<file path="src/rtl/fpa_pkg.sv">
// fpa_pkg: widths, opcodes and the pipeline stage record shared by the Q17.14 ALU.
// No dependencies; compiled first.
package fpa_pkg;

    localparam int FRACTION_BITS = 14;
    localparam int DATA_W        = 32;
    localparam int OP_W          = 4;
    localparam int PROD_W        = 2 * DATA_W;
    // dividend width: operand magnitude pre-scaled by the fraction bits
    localparam int DIV_W         = DATA_W + FRACTION_BITS;

    // scale minus one, the bias that turns a floor shift into truncation toward zero
    localparam logic [DATA_W-1:0] SCALE_M1 = DATA_W'((64'd1 << FRACTION_BITS) - 64'd1);
    localparam logic [PROD_W-1:0] SCALE_M1_W = PROD_W'((64'd1 << FRACTION_BITS) - 64'd1);

    typedef enum logic [OP_W-1:0] {
        OP_TOINT  = 4'd0,
        OP_TOFIX  = 4'd1,
        OP_ADD    = 4'd2,
        OP_SUB    = 4'd3,
        OP_ADDINT = 4'd4,
        OP_SUBINT = 4'd5,
        OP_MUL    = 4'd6,
        OP_MULINT = 4'd7,
        OP_DIV    = 4'd8,
        OP_DIVINT = 4'd9
    } t_op;

    // how the final value of an item is formed
    typedef enum logic [1:0] {
        K_PLAIN  = 2'd0,   // value already in res
        K_MUL    = 2'd1,   // scaled fixed-point product
        K_MULINT = 2'd2,   // low word of product
        K_DIV    = 2'd3    // quotient from the divider
    } t_kind;

    typedef struct packed {
        logic              valid;
        t_kind             kind;
        logic              neg;    // quotient sign
        logic              dz;
        logic [DATA_W-1:0] res;
        logic [DATA_W-1:0] rem;    // partial remainder, below den for divide items
        logic [DIV_W-1:0]  quo;    // dividend bits shifting out, quotient bits in
        logic [DATA_W-1:0] den;    // divisor magnitude
    } t_stage;

endpackage

</file>
<file path="src/rtl/fpa_div_stage.sv">
// fpa_div_stage: one registered restoring-division step (one quotient bit).
// Depends on fpa_pkg.
module fpa_div_stage (
    input  logic            i_clk,
    input  logic            i_rst_n,
    input  logic            i_en,
    input  fpa_pkg::t_stage i_st,
    output fpa_pkg::t_stage o_st
);

    fpa_pkg::t_stage               n_st;
    fpa_pkg::t_stage               r_st;
    logic [fpa_pkg::DATA_W:0]      w_trial;
    logic [fpa_pkg::DATA_W:0]      w_diff;
    logic                          w_ge;

    // shift next dividend bit into the remainder, subtract divisor if it fits
    always_comb begin
        w_trial = {i_st.rem, i_st.quo[fpa_pkg::DIV_W-1]};
        w_diff  = w_trial - {1'b0, i_st.den};
        w_ge    = (w_trial >= {1'b0, i_st.den});
        n_st    = i_st;
        if (i_st.kind == fpa_pkg::K_DIV) begin
            n_st.rem = w_ge ? w_diff[fpa_pkg::DATA_W-1:0] : w_trial[fpa_pkg::DATA_W-1:0];
            n_st.quo = {i_st.quo[fpa_pkg::DIV_W-2:0], w_ge};
        end
    end

    always_ff @(posedge i_clk) begin
        if (!i_rst_n) begin
            r_st.valid <= 1'b0;
        end else if (i_en) begin
            r_st.valid <= n_st.valid;
        end
        if (i_en) begin
            r_st.kind <= n_st.kind;
            r_st.neg  <= n_st.neg;
            r_st.dz   <= n_st.dz;
            r_st.res  <= n_st.res;
            r_st.rem  <= n_st.rem;
            r_st.quo  <= n_st.quo;
            r_st.den  <= n_st.den;
        end
    end

    assign o_st = r_st;

endmodule

</file>
<file path="config.mk">
export PLATFORM = sky130hd
export DESIGN_NAME = fpa_div_stage
export DESIGN_NICKNAME = d
export VERILOG_FILES = /design/src/rtl/fpa_pkg.sv /design/src/rtl/fpa_div_stage.sv
export SDC_FILE = /design/constraint.sdc
export NUM_CORES = 1
export LEC_CHECK = 0
export BUFFER_PORTS_ARGS = -buffer_cell sky130_fd_sc_hd__buf_4
export CAP_MARGIN = 20
export CORE_MARGIN = 5
export CORE_UTILIZATION = 53
export CTS_CLUSTER_SIZE = 8
export DETAILED_ROUTE_END_ITERATION = 10
export PLACE_DENSITY = 0.92
export SLEW_MARGIN = 20
export SYNTH_ARGS = -nofsm -noshare
export SYNTH_HDL_FRONTEND = slang
export SYNTH_SLANG_ARGS = --single-unit
</file>
<file path="constraint.sdc">
create_clock -name i_clk -period 8 [get_ports i_clk]
set_input_delay 1.6 -clock i_clk [delete_from_list [all_inputs] [get_ports i_clk]]
set_output_delay 1.6 -clock i_clk [all_outputs]
set_load 0.01 [all_outputs]
</file>
==> results of run 1 <==
layout by cell type (no fill, tap or decap), types with 2 or more instances in the layout:
master      netlist  layout
clkbuf_16         0      17
or3_1             2       2
a211o_1           3       3
nand2b_1          3       3
inv_6             0       3
bufinv_16         0       4
o21ai_0          32      32
ha_1             32      32
a211oi_1          9       9
o21bai_1          2       2
a21oi_1          47      47
o211ai_1          2       2
xnor2_1          12      12
mux2i_1          11      11
nand3_1          18      18
edfxtp_1        146     146
clkinvlp_4        0       3
nor4_1            3       3
clkinv_4          0       2
a31oi_1           9       9
nand4_1           5       5
nor2b_1           3       3
and3_1            6       6
o31ai_1           8       8
nor2_1           34      34
or2_2             2       2
xor2_1           12      12
nor3_1            8       8
o21a_1           10      10
inv_1            38      38
buf_4             7     298
a21o_1           13      13
nand2_1         182     181
o21ai_1           6       6
cell usage after synthesis, drive strengths merged (10+ instances only):
library cell and n:
a21o 13, inv 38, buf 17, nor2 35
nand3 18, o21a 10, edfxtp 146, clkbuf 14
mux2i 11, nand2 182, o21ai 38, ha 32
xnor2 12, xor2 12, a21oi 47
worst max-delay path, delay by kind of cell:
family | cells | cell delay [ns]
fa+ha+maj | 1 | 0.37
mux | 1 | 0.25
simple gates | 1 | 0.52
buf+inv | 3 | 0.58
compound gates | 7 | 1.68
report_power, final:
| part | internal [mW] | switching [mW] |
|---|---|---|
| logic | 0.215 | 0.251 |
| registers | 0.929 | 0.0222 |
| clock network | 0.527 | 0.323 |
routing by layer:
| metal | share of wire [%] | up-vias |
|---|---|---|
| met5 | 0 | - |
| met4 | 3.3 | 0 |
| met3 | 9.5 | 56 |
| met2 | 50 | 361 |
| met1 | 37 | 3049 |
| li1 | - | 3105 |
cell type report:
type | instances | area, um^2 | area share, %
inverters | 38 | 143 | 1.36
clock inverters | 14 | 201 | 1.92
clock buffers | 18 | 429 | 4.09
multi-input cells | 492 | 2850 | 27.2
well taps | 180 | 225 | 2.14
flip-flops and latches | 147 | 4400 | 41.9
repair buffers | 299 | 2250 | 21.4
cell families after synthesis:
group,share of synthesized area (%)
buffers and inverters,4.12
XOR/XNOR,2.78
flip-flops,58.2
AO/OA/AOI/OAI,12.0
multiplexers,1.46
AND/OR/NAND/NOR,15.9
adder cells (fa/ha/maj),5.56
through the flow:
step	cell area, um^2	std cells	utilization (%)	setup slack (ns)
final	10500	1188	75.4	3.15
after floorplan	7560	708	-	3.95
after global routing	10500	1188	75.4	2.88
after detailed placement	9870	1156	70.9	2.83
after global placement	9870	1156	70.9	2.96
after CTS	10500	1188	75.4	3.23
final timing paths:
kind / end / slack [ns] / startpoint
worst max-delay path: o_st[105] / 3.15 / i_st[3]
worst min-delay path: o_st[146] / 0.54 / o_st[146]
worst max register to register: o_st[146] / 7.40 / o_st[146]
worst min register to register: o_st[146] / 0.54 / o_st[146]
==> Implementation_results.wiki, run 1 <==
{| class="wikitable"
! Metric !! Value
|-
| Layout filler cell count || a little over 900
|-
| Number of register bits inferred by synthesis || 147
|-
| Synth Area per Inst || 10.7 um^2
|-
| Highest achievable clock rate || 0.206 GHz
|-
| Path type of the worst min-delay path || flip-flop to flip-flop
|-
| TritonCTS buffer count || 17
|-
| Total track usage || between 20 and 30%
|-
| Quantity of gates resized following cts || 0
|-
| DRC violations left || 0
|-
| Total number of vias || around 6600
|-
| Largest fanout on the critical path || 33
|-
| Critical path type || input port to flip-flop
|-
| Post-route clock period utilization || 60.6%
|-
| Wire length of the first global-routing pass || 34800 um
|-
| Final hold violations || 0
|-
| Number of flip-flops in the largest register || ~150
|-
| Headroom to the max-slew limit || a little under a third
|-
| Grt met1 use || about a third
|-
| Slowest cell on crit path || o311ai_1
|-
| Post-Synthesis Cell Area || between 7000 and 8000 um^2
|-
| GRT busiest layer || met2
|-
| DP HPWL || 17000 um
|-
| Number of nets in the layout || ~1200
|-
| Yosys cell types || 52
|-
| Largest net degree at the start of global routing || just over 100
|-
| Chip Width || between 100 and 150 um
|-
| Via count of the first global-routing pass || ~6500
|-
| Number of enable-type register cells in the synthesized netlist || approximately 150
|-
| Part of the Yosys area used for sequential elements || 58.2%
|-
| Met3 GRT Util || ~7.0%
|-
| Setup TNS Final || 0 ns
|-
| Final Critical Period || 4.85 ns
|-
| Number of iterations in the first detailed-routing pass || 5
|-
| GR Util met2 || between 40 and 50%
|-
| TritonCTS clock tree || done
|-
| Congestion Overflow GR || 0
|-
| Clock transition at path regs || 0.06 ns
|-
| Cell taking the most area after synthesis || edfxtp_1
|-
| Post-CTS Setup Repair Bufs || 0
|-
| Number of vias per cell after detailed routing || between 5 and 6
|-
| YS warnings || 0
|-
| Mapped Cells || 708
|-
| Nature of the critical path startpoint || input port
|-
| Flip-flop cell with the highest count after synthesis || edfxtp_1
|-
| Depth of the worst hold-timing path || 2
|-
| Sort of element at the end of the critical path || flip-flop
|-
| CTS Hold Buffers Added || 0
|-
| Placeable core area || between 10000 and 15000 um^2
|-
| Effective utilization at floorplan || a little over half
|-
| CTS H-tree lvls || 4
|-
| Total wirelength of the detailed-routed design || ~23000 um
|-
| Drt first-iter violations || between 500 and 600
|-
| Worst clock skew || 0 ns
|-
| Layout cell share with drive strength beyond 1 || between 30% and 40%
|-
| Maximum ir drop on the vdd rail || about 0.11 mV
|-
| Standard-cell rows || 43
|-
| Outcome || completed
|-
| Worst Tran Pin Value || between 1 and 1.5 ns
|-
| Worst path cell trace || buf_4 -> inv_1 -> ha_1 -> a21o_1 -> a21oi_1 -> a21oi_1 -> o311ai_1 -> a2111oi_2 -> nor2_4 -> buf_4 -> mux2i_1 -> o21ai_1 -> o31a_1
|-
| IO Count || 297
|-
| Number of antenna violations at the first check in global routing || 0
|-
| Depth of the most critical reg-to-reg path || 2
|-
| Count of inserted antenna diode cells || 0
|-
| Lkg Pwr || roughly 4.8 nW
|-
| Top area cells in the synthesized netlist || edfxtp_1, nand2_1, ha_1
|-
| Layout overhead on the synthesized area || 38.9%
|-
| Unrepaired setup endpoints after global routing || false
|-
| Port Buffer Count || roughly 300
|-
| Final estimated routing congestion in global placement || between 0.9 and 1
|-
| Area share of the leading cell type in the synthesized netlist || around 58%
|-
| Required arrival time at the worst endpoint || ~8 ns
|-
| Height of the chip || 129 um
|-
| Total die area || between 15000 and 20000 um^2
|-
| Smallest hold slack || between 0.5 and 0.6 ns
|-
| Root buf cell || clkbuf_16
|-
| Power per unit of standard cell area || between 200 and 250 nW/um^2
|-
| Clk sinks || about 150
|-
| Peak per-stage delay on the critical path || between 0.6 and 0.7 ns
|-
| Source-to-sink clock delay at the later pin of the worst-skew pair || about 0.42 ns
|-
| ANT nets after route || 0
|-
| Number of max-cap violations || 0
|-
| Routed wire per std cell || 19.5 um
|-
| FFs w/ async S/R, synth || 0%
|-
| Post-layout total power || around 2.3 mW
|-
| Max Root-Sink Buffers || 2
|-
| Worst EP arrival || between 5 and 6 ns
|-
| Net count of the mapped netlist || roughly 890
|-
| Endpoints failing setup || 0
|-
| Final number of max-transition violations || 0
|}
Note: power is estimated with default switching activity, not from simulation.
==> inputs of run 2 (changes only) <==
--- a/config.mk
+++ b/config.mk
@@ -8,10 +8,10 @@
 export BUFFER_PORTS_ARGS = -buffer_cell sky130_fd_sc_hd__buf_4
 export CAP_MARGIN = 20
 export CORE_MARGIN = 5
-export CORE_UTILIZATION = 53
+export CORE_UTILIZATION = 49
 export CTS_CLUSTER_SIZE = 8
 export DETAILED_ROUTE_END_ITERATION = 10
-export PLACE_DENSITY = 0.92
+export PLACE_DENSITY = 0.86
 export SLEW_MARGIN = 20
 export SYNTH_ARGS = -nofsm -noshare
 export SYNTH_HDL_FRONTEND = slang
==> constraint.sdc (replaced) <==
create_clock -name i_clk -period 4.56 [get_ports i_clk]
set_input_delay 0.912 -clock i_clk [delete_from_list [all_inputs] [get_ports i_clk]]
set_output_delay 0.912 -clock i_clk [all_outputs]
set_load 0.01 [all_outputs]
==> run 2 against run 1 <==
  * Clock skew unchanged
  * Register-to-register slack worse by 3.4 ns
  * Flip-flop and latch count did not move
  * Total power increased by 72%
  * Sequential power rose by 76%
  * Global-route usage down 2.7 points
  * Routed wire length fell by 1.6%
  * Critical endpoint unchanged
  * Largest cell class unchanged
  * Largest power group unchanged
  * Highest routed layer unchanged
==> Implementation_results.wiki, run 2 (same netlist as run 1, synthesis figures left out) <==
{| class="wikitable"
! Metric !! Value
|-
| Total die area || 18000 um^2 (was 16800 um^2)
|-
| Leading cell type in the layout, fill and taps excluded || buf_4 (unchanged)
|-
| Power per unit of standard cell area || 371 nW/um^2 (was 216 nW/um^2)
|-
| Root buf cell || clkbuf_16 (unchanged)
|-
| Clk sinks || 147 (unchanged)
|-
| Endpoints failing setup || 0 (unchanged)
|-
| Routed wire per std cell || 19.0 um (was 19.5 um)
|-
| Largest net degree at the start of global routing || 109 (was 101)
|-
| Total number of vias || 6503 (was 6571)
|-
| Number of antenna violations at the first check in global routing || 0 (unchanged)
|-
| Congestion Overflow GR || 0 (unchanged)
|-
| Total wirelength of the detailed-routed design || 22800 um (was 23200 um)
|-
| Post-Layout Cell Count || 1198 (was 1188)
|-
| Clock transition at path regs || 0.06 ns (about the same)
|-
| Maximum ir drop on the vdd rail || 0.258 mV (was 0.113 mV)
|-
| Final core utilization || 69.3% (was 75.4%)
|-
| Chip Width || 134 um (was 129 um)
|-
| TritonCTS clock tree || done (unchanged)
|-
| Number of max-cap violations || 0 (unchanged)
|-
| Wire length of the first global-routing pass || 34400 um (was 34800 um)
|-
| Drt first-iter violations || 493 (was 595)
|-
| IO Count || 297 (unchanged)
|-
| Source-to-sink clock delay at the later pin of the worst-skew pair || 0.42 ns (about the same)
|-
| Required arrival time at the worst endpoint || 4.73 ns (was 8.17 ns)
|-
| Layout cell share with drive strength beyond 1 || 34.0% (was 33.7%)
|-
| Lkg Pwr || 4.78 nW (about the same)
|-
| Layout overhead on the synthesized area || 38.8% (was 38.9%)
|-
| Unrepaired setup endpoints after global routing || false (unchanged)
|-
| Combined area of the multi-input logic cells || 2850 um^2 (unchanged)
|-
| Number of vias per cell after detailed routing || 5.43 (was 5.53)
|-
| Max Root-Sink Buffers || 2 (unchanged)
|-
| Largest fanout on the critical path || 31 (was 33)
|-
| Final Critical Period || about 3.6 ns
|-
| Final number of max-transition violations || 0 (unchanged)
|-
| Cell count after placement || 1166 (was 1156)
|-
| Number of flip-flops in the largest register || 147 (unchanged)
|-
| CTS H-tree lvls || 4 (unchanged)
|-
| Final non-filler cell area || 10500 um^2 (about the same)
|-
| Highest achievable clock rate || approximately 0.28 GHz
|-
| Worst clock skew || 0 ns (unchanged)
|-
| Worst EP arrival || 3.74 ns (was 5.02 ns)
|-
| Standard-cell rows || 45 (was 43)
|-
| Sort of element at the end of the critical path || flip-flop (unchanged)
|-
| Layout filler cell count || 1105 (was 932)
|-
| Worst Tran Pin Value || 1.04 ns (was 1.05 ns)
|-
| Count of inserted antenna diode cells || 0 (unchanged)
|-
| ANT nets after route || 0 (unchanged)
|-
| Quantity of gates resized following cts || 0 (unchanged)
|-
| Port Buffer Count || 296 (unchanged)
|-
| TritonCTS buffer count || 17 (unchanged)
|-
| CTS Hold Buffers Added || 0 (unchanged)
|-
| Number of iterations in the first detailed-routing pass || 7 (was 5)
|-
| Setup TNS Final || 0 ns (unchanged)
|-
| Outcome || completed (unchanged)
|-
| Total track usage || 24.5% (was 27.1%)
|-
| Register area || 4400 um^2 (unchanged)
|-
| Nature of the critical path startpoint || input port (unchanged)
|-
| Placed inst area || 9900 um^2 (was 9870 um^2)
|-
| Critical path type || input port to flip-flop (unchanged)
|-
| DP HPWL || 17000 um (about the same)
|-
| Post-route clock period utilization || about four fifths
|-
| Effective utilization at floorplan || 49.9% (was 54.3%)
|-
| Post-layout total power || 3.90 mW (was 2.27 mW)
|-
| Final estimated routing congestion in global placement || 0.904 (was 0.915)
|-
| Number of nets in the layout || 1180 (was 1178)
|-
| Height of the chip || 134 um (was 129 um)
|-
| Most frequent cells in the layout || buf_4, nand2_1, edfxtp_1, a21oi_1, inv_1 (unchanged)
|-
| Post-CTS Setup Repair Bufs || 0 (unchanged)
|-
| Final hold violations || 0 (unchanged)
|-
| DRC violations left || 0 (unchanged)
|-
| Headroom to the max-slew limit || 30.8% (was 30.2%)
|-
| Placeable core area || 15100 um^2 (was 13900 um^2)
|-
| Via count of the first global-routing pass || 6307 (was 6496)
|-
| Path type of the worst min-delay path || flip-flop to flip-flop (unchanged)
|}
==> run 2: cell count changes in the layout (fill, tap and decap cells not counted) <==
cell       change
inv_8          +1
inv_6          +3
buf_4          +2
bufinv_16      -2
clkinv_1       -1
clkinv_4       -1
==> run 2: worst paths after layout <==
check	cells past startpoint	slack (ns)	endpoint	startpoint
worst max-delay path	13	0.98	o_st[105]	i_st[3]
worst min-delay path	2	0.52	o_st[146]	o_st[146]
worst max register to register	2	3.96	o_st[146]	o_st[146]
worst min register to register	2	0.52	o_st[146]	o_st[146]
==> run 2: stage by stage <==
step                      hold WS (ns)  setup slack, ns
final                            0.522            0.981
after global routing             0.627            0.894
after CTS                        0.525             1.04
after detailed placement         0.510            0.627
after global placement           0.503            0.717
after floorplan                  0.538             1.20
==> run 2: critical path, stage by stage <==
cell	delay, ns
buf_4	0.08
inv_1	0.04
ha_1	0.38
a21o_1	0.21
a21oi_1	0.22
a21oi_1	0.13
o311ai_1	0.60
a2111oi_2	0.21
nor2_4	0.15
buf_4	0.34
mux2i_1	0.23
o21ai_1	0.08
o31a_1	0.15
==> run 2: area by class of cell <==
| class | instances | area share [%] |
|---|---|---|
| Inverter | 38 | 1.36 |
| Multi-Input combinational cell | 492 | 27.2 |
| Clock inverter | 14 | 1.59 |
| Timing Repair Buffer | 301 | 21.6 |
| Tap cell | 188 | 2.24 |
| Sequential cell | 147 | 42.0 |
| Clock buffer | 18 | 4.09 |
==> run 2: where the power goes <==
| part | leakage (nW) | internal, mW | switching [mW] |
|---|---|---|---|
| Clock | 0.283 | 0.824 | 0.591 |
| Combinational | 3.06 | 0.378 | 0.434 |
| Sequential | 1.44 | 1.63 | 0.0396 |
==> run 2: routing by layer <==
layer,vias up,wire length [um],track usage [%]
met4,0,480,6.73
met2,294,11700,43.7
met1,3062,8810,29.1
li1,3108,-,-
met5,-,0,0
met3,39,1810,6.56
==> inputs of run 3 (changes only) <==
--- a/config.mk
+++ b/config.mk
@@ -5,13 +5,14 @@
 export SDC_FILE = /design/constraint.sdc
 export NUM_CORES = 1
 export LEC_CHECK = 0
+export ABC_AREA = 1
 export BUFFER_PORTS_ARGS = -buffer_cell sky130_fd_sc_hd__buf_4
 export CAP_MARGIN = 20
 export CORE_MARGIN = 5
-export CORE_UTILIZATION = 49
+export CORE_UTILIZATION = 51
 export CTS_CLUSTER_SIZE = 8
 export DETAILED_ROUTE_END_ITERATION = 10
-export PLACE_DENSITY = 0.86
+export PLACE_DENSITY = 0.87
 export SLEW_MARGIN = 20
 export SYNTH_ARGS = -nofsm -noshare
 export SYNTH_HDL_FRONTEND = slang
==> constraint.sdc (replaced) <==
create_clock -name i_clk -period 3.7 [get_ports i_clk]
set_input_delay 0.74 -clock i_clk [delete_from_list [all_inputs] [get_ports i_clk]]
set_output_delay 0.74 -clock i_clk [all_outputs]
set_load 0.01 [all_outputs]
==> run 3 against run 2 <==
  * Sequential share of layout area down 4.2 points
  * Count of clock-buffer cells in the layout shrank 1
  * Clock skew unchanged
  * Cell area is 11% higher
  * Core utilization grew 1.1 points
  * First-iteration DRC count grew 64%
  * Non-clock buffer count up 2
  * Flip-flop and latch count unchanged
  * Critical endpoint is now o_st[108]
  * Largest cell class unchanged
==> Implementation_results.wiki, run 3 <==
{| class="wikitable"
! Metric !! Value
|-
| Outcome || completed (unchanged)
|-
| Most frequent cells in the layout || nand2_1, buf_4, inv_1, edfxtp_1, nand3_1 (was buf_4, nand2_1, edfxtp_1, a21oi_1, inv_1)
|-
| Most used standard cell by instance count after synthesis || nand2_1 (unchanged)
|-
| Placeable core area || 16600 um^2 (was 15100 um^2)
|-
| Largest net degree at the start of global routing || 70 (was 109)
|-
| Post-Layout Cell Count || 1596 (was 1198)
|-
| Post-Synthesis Cell Area || 8640 um^2 (was 7560 um^2)
|-
| Cell family with most CP delay || simple AND/OR/NAND/NOR gates (was compound AO/OA/AOI/OAI gates)
|-
| Nature of the critical path startpoint || input port (unchanged)
|-
| Simple-gate share of the synthesized area || 30.3% (was 15.9%)
|-
| Path type of the worst min-delay path || input port to flip-flop (was flip-flop to flip-flop)
|-
| Final Critical Period || around 2.7 ns
|-
| Worst clock skew || 0 ns (unchanged)
|-
| Slowest cell on crit path || ha_1 (was o311ai_1)
|-
| TritonCTS buffer count || 17 (unchanged)
|-
| Standard-cell rows || 47 (was 45)
|-
| List of most frequent post-synthesis cells || nand2_1, inv_1, edfxtp_1, nand3_1, nor2_1 (was nand2_1, edfxtp_1, a21oi_1, inv_1, nor2_1)
|-
| Dominant combinational cell family by area after synthesis || simple AND/OR/NAND/NOR gates (unchanged)
|-
| Cell taking the most area after synthesis || edfxtp_1 (unchanged)
|-
| Flip-flop cell with the highest count after synthesis || edfxtp_1 (unchanged)
|-
| Combined area of the multi-input logic cells || 3410 um^2 (was 2850 um^2)
|-
| Total track usage || 28.4% (was 24.5%)
|-
| Number of iterations in the first detailed-routing pass || 6 (was 7)
|-
| Final number of max-transition violations || 0 (unchanged)
|-
| Buffers and inverters on the worst path || 5 (was 3)
|-
| Wire length of the first global-routing pass || 43400 um (was 34400 um)
|-
| Required arrival time at the worst endpoint || 3.90 ns (was 4.73 ns)
|-
| Endpoints failing setup || 0 (unchanged)
|-
| FFs w/ async S/R, synth || 0% (unchanged)
|-
| Total number of vias || 8248 (was 6503)
|-
| Part of the Yosys area used for sequential elements || 50.9% (was 58.2%)
|-
| Number of max-cap violations || 0 (unchanged)
|-
| Number of antenna violations at the first check in global routing || 0 (unchanged)
|-
| IO Count || 297 (unchanged)
|-
| ANT nets after route || 0 (unchanged)
|-
| Maximum ir drop on the vdd rail || 0.328 mV (was 0.258 mV)
|-
| Largest fanout on the critical path || 21 (was 31)
|-
| Post-synthesis compound-gate area fraction || 2.81% (was 12.0%)
|-
| Chip Width || 140 um (was 134 um)
|-
| Layout filler cell count || 1317 (was 1105)
|-
| Total wirelength of the detailed-routed design || 28600 um (was 22800 um)
|-
| Headroom to the max-slew limit || 52.0% (was 30.8%)
|-
| Clock transition at path regs || 0.07 ns (was 0.06 ns)
|-
| Peak per-stage delay on the critical path || 0.40 ns (was 0.60 ns)
|-
| Adder-cell share of the synthesized area || 4.86% (was 5.56%)
|-
| Port Buffer Count || 296 (unchanged)
|-
| Source-to-sink clock delay at the later pin of the worst-skew pair || 0.43 ns (was 0.42 ns)
|-
| Critical path type || input port to flip-flop (unchanged)
|-
| CTS Hold Buffers Added || 0 (unchanged)
|-
| Setup TNS Final || 0 ns (unchanged)
|-
| Final estimated routing congestion in global placement || 1.00 (was 0.904)
|-
| Layout overhead on the synthesized area || 35.0% (was 38.8%)
|-
| Power per unit of standard cell area || 425 nW/um^2 (was 371 nW/um^2)
|-
| Worst EP arrival || 2.92 ns (was 3.74 ns)
|-
| Routed wire per std cell || 17.9 um (was 19.0 um)
|-
| Number of enable-type register cells in the synthesized netlist || 146 (unchanged)
|-
| Register area || 4400 um^2 (unchanged)
|-
| Top area cells in the synthesized netlist || edfxtp_1, nand2_1, inv_1 (was edfxtp_1, nand2_1, ha_1)
|-
| TritonCTS clock tree || done (unchanged)
|-
| Effective utilization at floorplan || 52.1% (was 49.9%)
|-
| CTS H-tree lvls || 4 (unchanged)
|-
| Mapped Cells || 1066 (was 708)
|-
| Max Root-Sink Buffers || 2 (unchanged)
|-
| DP HPWL || 21900 um (was 17000 um)
|-
| Count of inserted antenna diode cells || 0 (unchanged)
|-
| Layout cell share with drive strength beyond 1 || 27.2% (was 34.0%)
|-
| Sort of element at the end of the critical path || flip-flop (unchanged)
|-
| Cell count after placement || 1564 (was 1166)
|-
| Height of the chip || 140 um (was 134 um)
|-
| Highest achievable clock rate || about 0.37 GHz
|-
| Post-route clock period utilization || about three quarters
|-
| Worst path cell trace || buf_4 -> inv_1 -> ha_1 -> nand2_2 -> inv_2 -> nand2_1 -> nand2_1 -> a21oi_2 -> nand2_2 -> nor2_8 -> buf_4 -> nand3_1 -> nand2_1 -> clkinv_1 -> nand2_1 -> nand2_1 (was buf_4 -> inv_1 -> ha_1 -> a21o_1 -> a21oi_1 -> a21oi_1 -> o311ai_1 -> a2111oi_2 -> nor2_4 -> buf_4 -> mux2i_1 -> o21ai_1 -> o31a_1)
|-
| Area share of the leading cell type in the synthesized netlist || 50.7% (was 58.0%)
|-
| Congestion Overflow GR || 0 (unchanged)
|-
| Yosys cell types || 39 (was 52)
|-
| Drt first-iter violations || 810 (was 493)
|-
| Leading cell type in the layout, fill and taps excluded || nand2_1 (was buf_4)
|-
| Critical Path Most Common Cell || nand2_1
|-
| Total die area || 19700 um^2 (was 18000 um^2)
|-
| Post-synthesis mux area share || 0% (was 1.46%)
|-
| Quantity of gates resized following cts || 0 (unchanged)
|-
| Net count of the mapped netlist || 1249 (was 891)
|-
| Clk sinks || 147 (unchanged)
|-
| Number of register bits inferred by synthesis || 147 (unchanged)
|-
| Final hold violations || 0 (unchanged)
|-
| Root buf cell || clkbuf_16 (unchanged)
|-
| Final core utilization || 70.3% (was 69.3%)
|-
| YS warnings || 0 (unchanged)
|-
| Number of nets in the layout || 1546 (was 1180)
|-
| Synth Area per Inst || 8.11 um^2 (was 10.7 um^2)
|-
| Number of flip-flops in the largest register || 147 (unchanged)
|-
| Via count of the first global-routing pass || 7906 (was 6307)
|-
| Fraction of synthesized cell area in xor and xnor cells || 1.42% (was 2.78%)
|-
| Unrepaired setup endpoints after global routing || false (unchanged)
|-
| Lkg Pwr || 6.02 nW (was 4.78 nW)
|-
| DRC violations left || 0 (unchanged)
|-
| Post-CTS Setup Repair Bufs || 0 (unchanged)
|-
| Post-layout total power || 4.96 mW (was 3.90 mW)
|-
| Worst Tran Pin Value || 0.719 ns (was 1.04 ns)
|-
| Number of vias per cell after detailed routing || 5.17 (was 5.43)
|}
[run 3: per-layer routing]
metal	part of all wire, %	vias to the layer above	routed length [um]	GRT usage (%)
li1	-	3974	-	-
met1	37	3764	10600	34.4
met2	51	442	14600	50.9
met3	8.6	68	2460	5.25
met4	3.4	0	962	9.48
met5	0	-	0	0
[run 3: final timing paths]
check	start	endpoint	slack [ns]	depth (start not counted)
worst min-delay path	i_st[129]	o_st[129]	0.48	1
worst max-delay path	i_st[28]	o_st[108]	0.98	16
worst min register to register	o_st[146]	o_st[146]	0.57	2
worst max register to register	o_st[146]	o_st[146]	3.04	2
[run 3: cells by family after synthesis]
group	after synthesis
and+or+nand+nor	622
buffers and inverters	209
DFF	147
AOI/OAI and AO/OA	41
adders and majority gates	33
xor gates and xnor gates	14
[run 3: through the flow]
stage	worst slack (ns)	hold slack, ns	area, um^2
finish	0.981	0.481	11700
global route	0.782	0.464	11700
CTS	1.00	0.470	11700
detailed placement	0.577	0.545	11100
global placement	0.629	0.526	11100
floorplan	1.28	0.555	8640
[run 3: layout make-up]
class                      count  area share [%]
clock buffer                  17            3.65
clock inverter                15            1.46
inverter                     184            5.92
multi-input combinational    710            29.2
sequential                   147            37.8
tap                          220            2.36
timing repair buffer         303            19.6
[run 3: where the power goes]
| group | internal, mW | switching, mW | total, mW |
|---|---|---|---|
| logic | 0.486 | 0.656 | 1.14 |
| clock network | 1.01 | 0.754 | 1.77 |
| registers | 2.01 | 0.0478 | 2.05 |
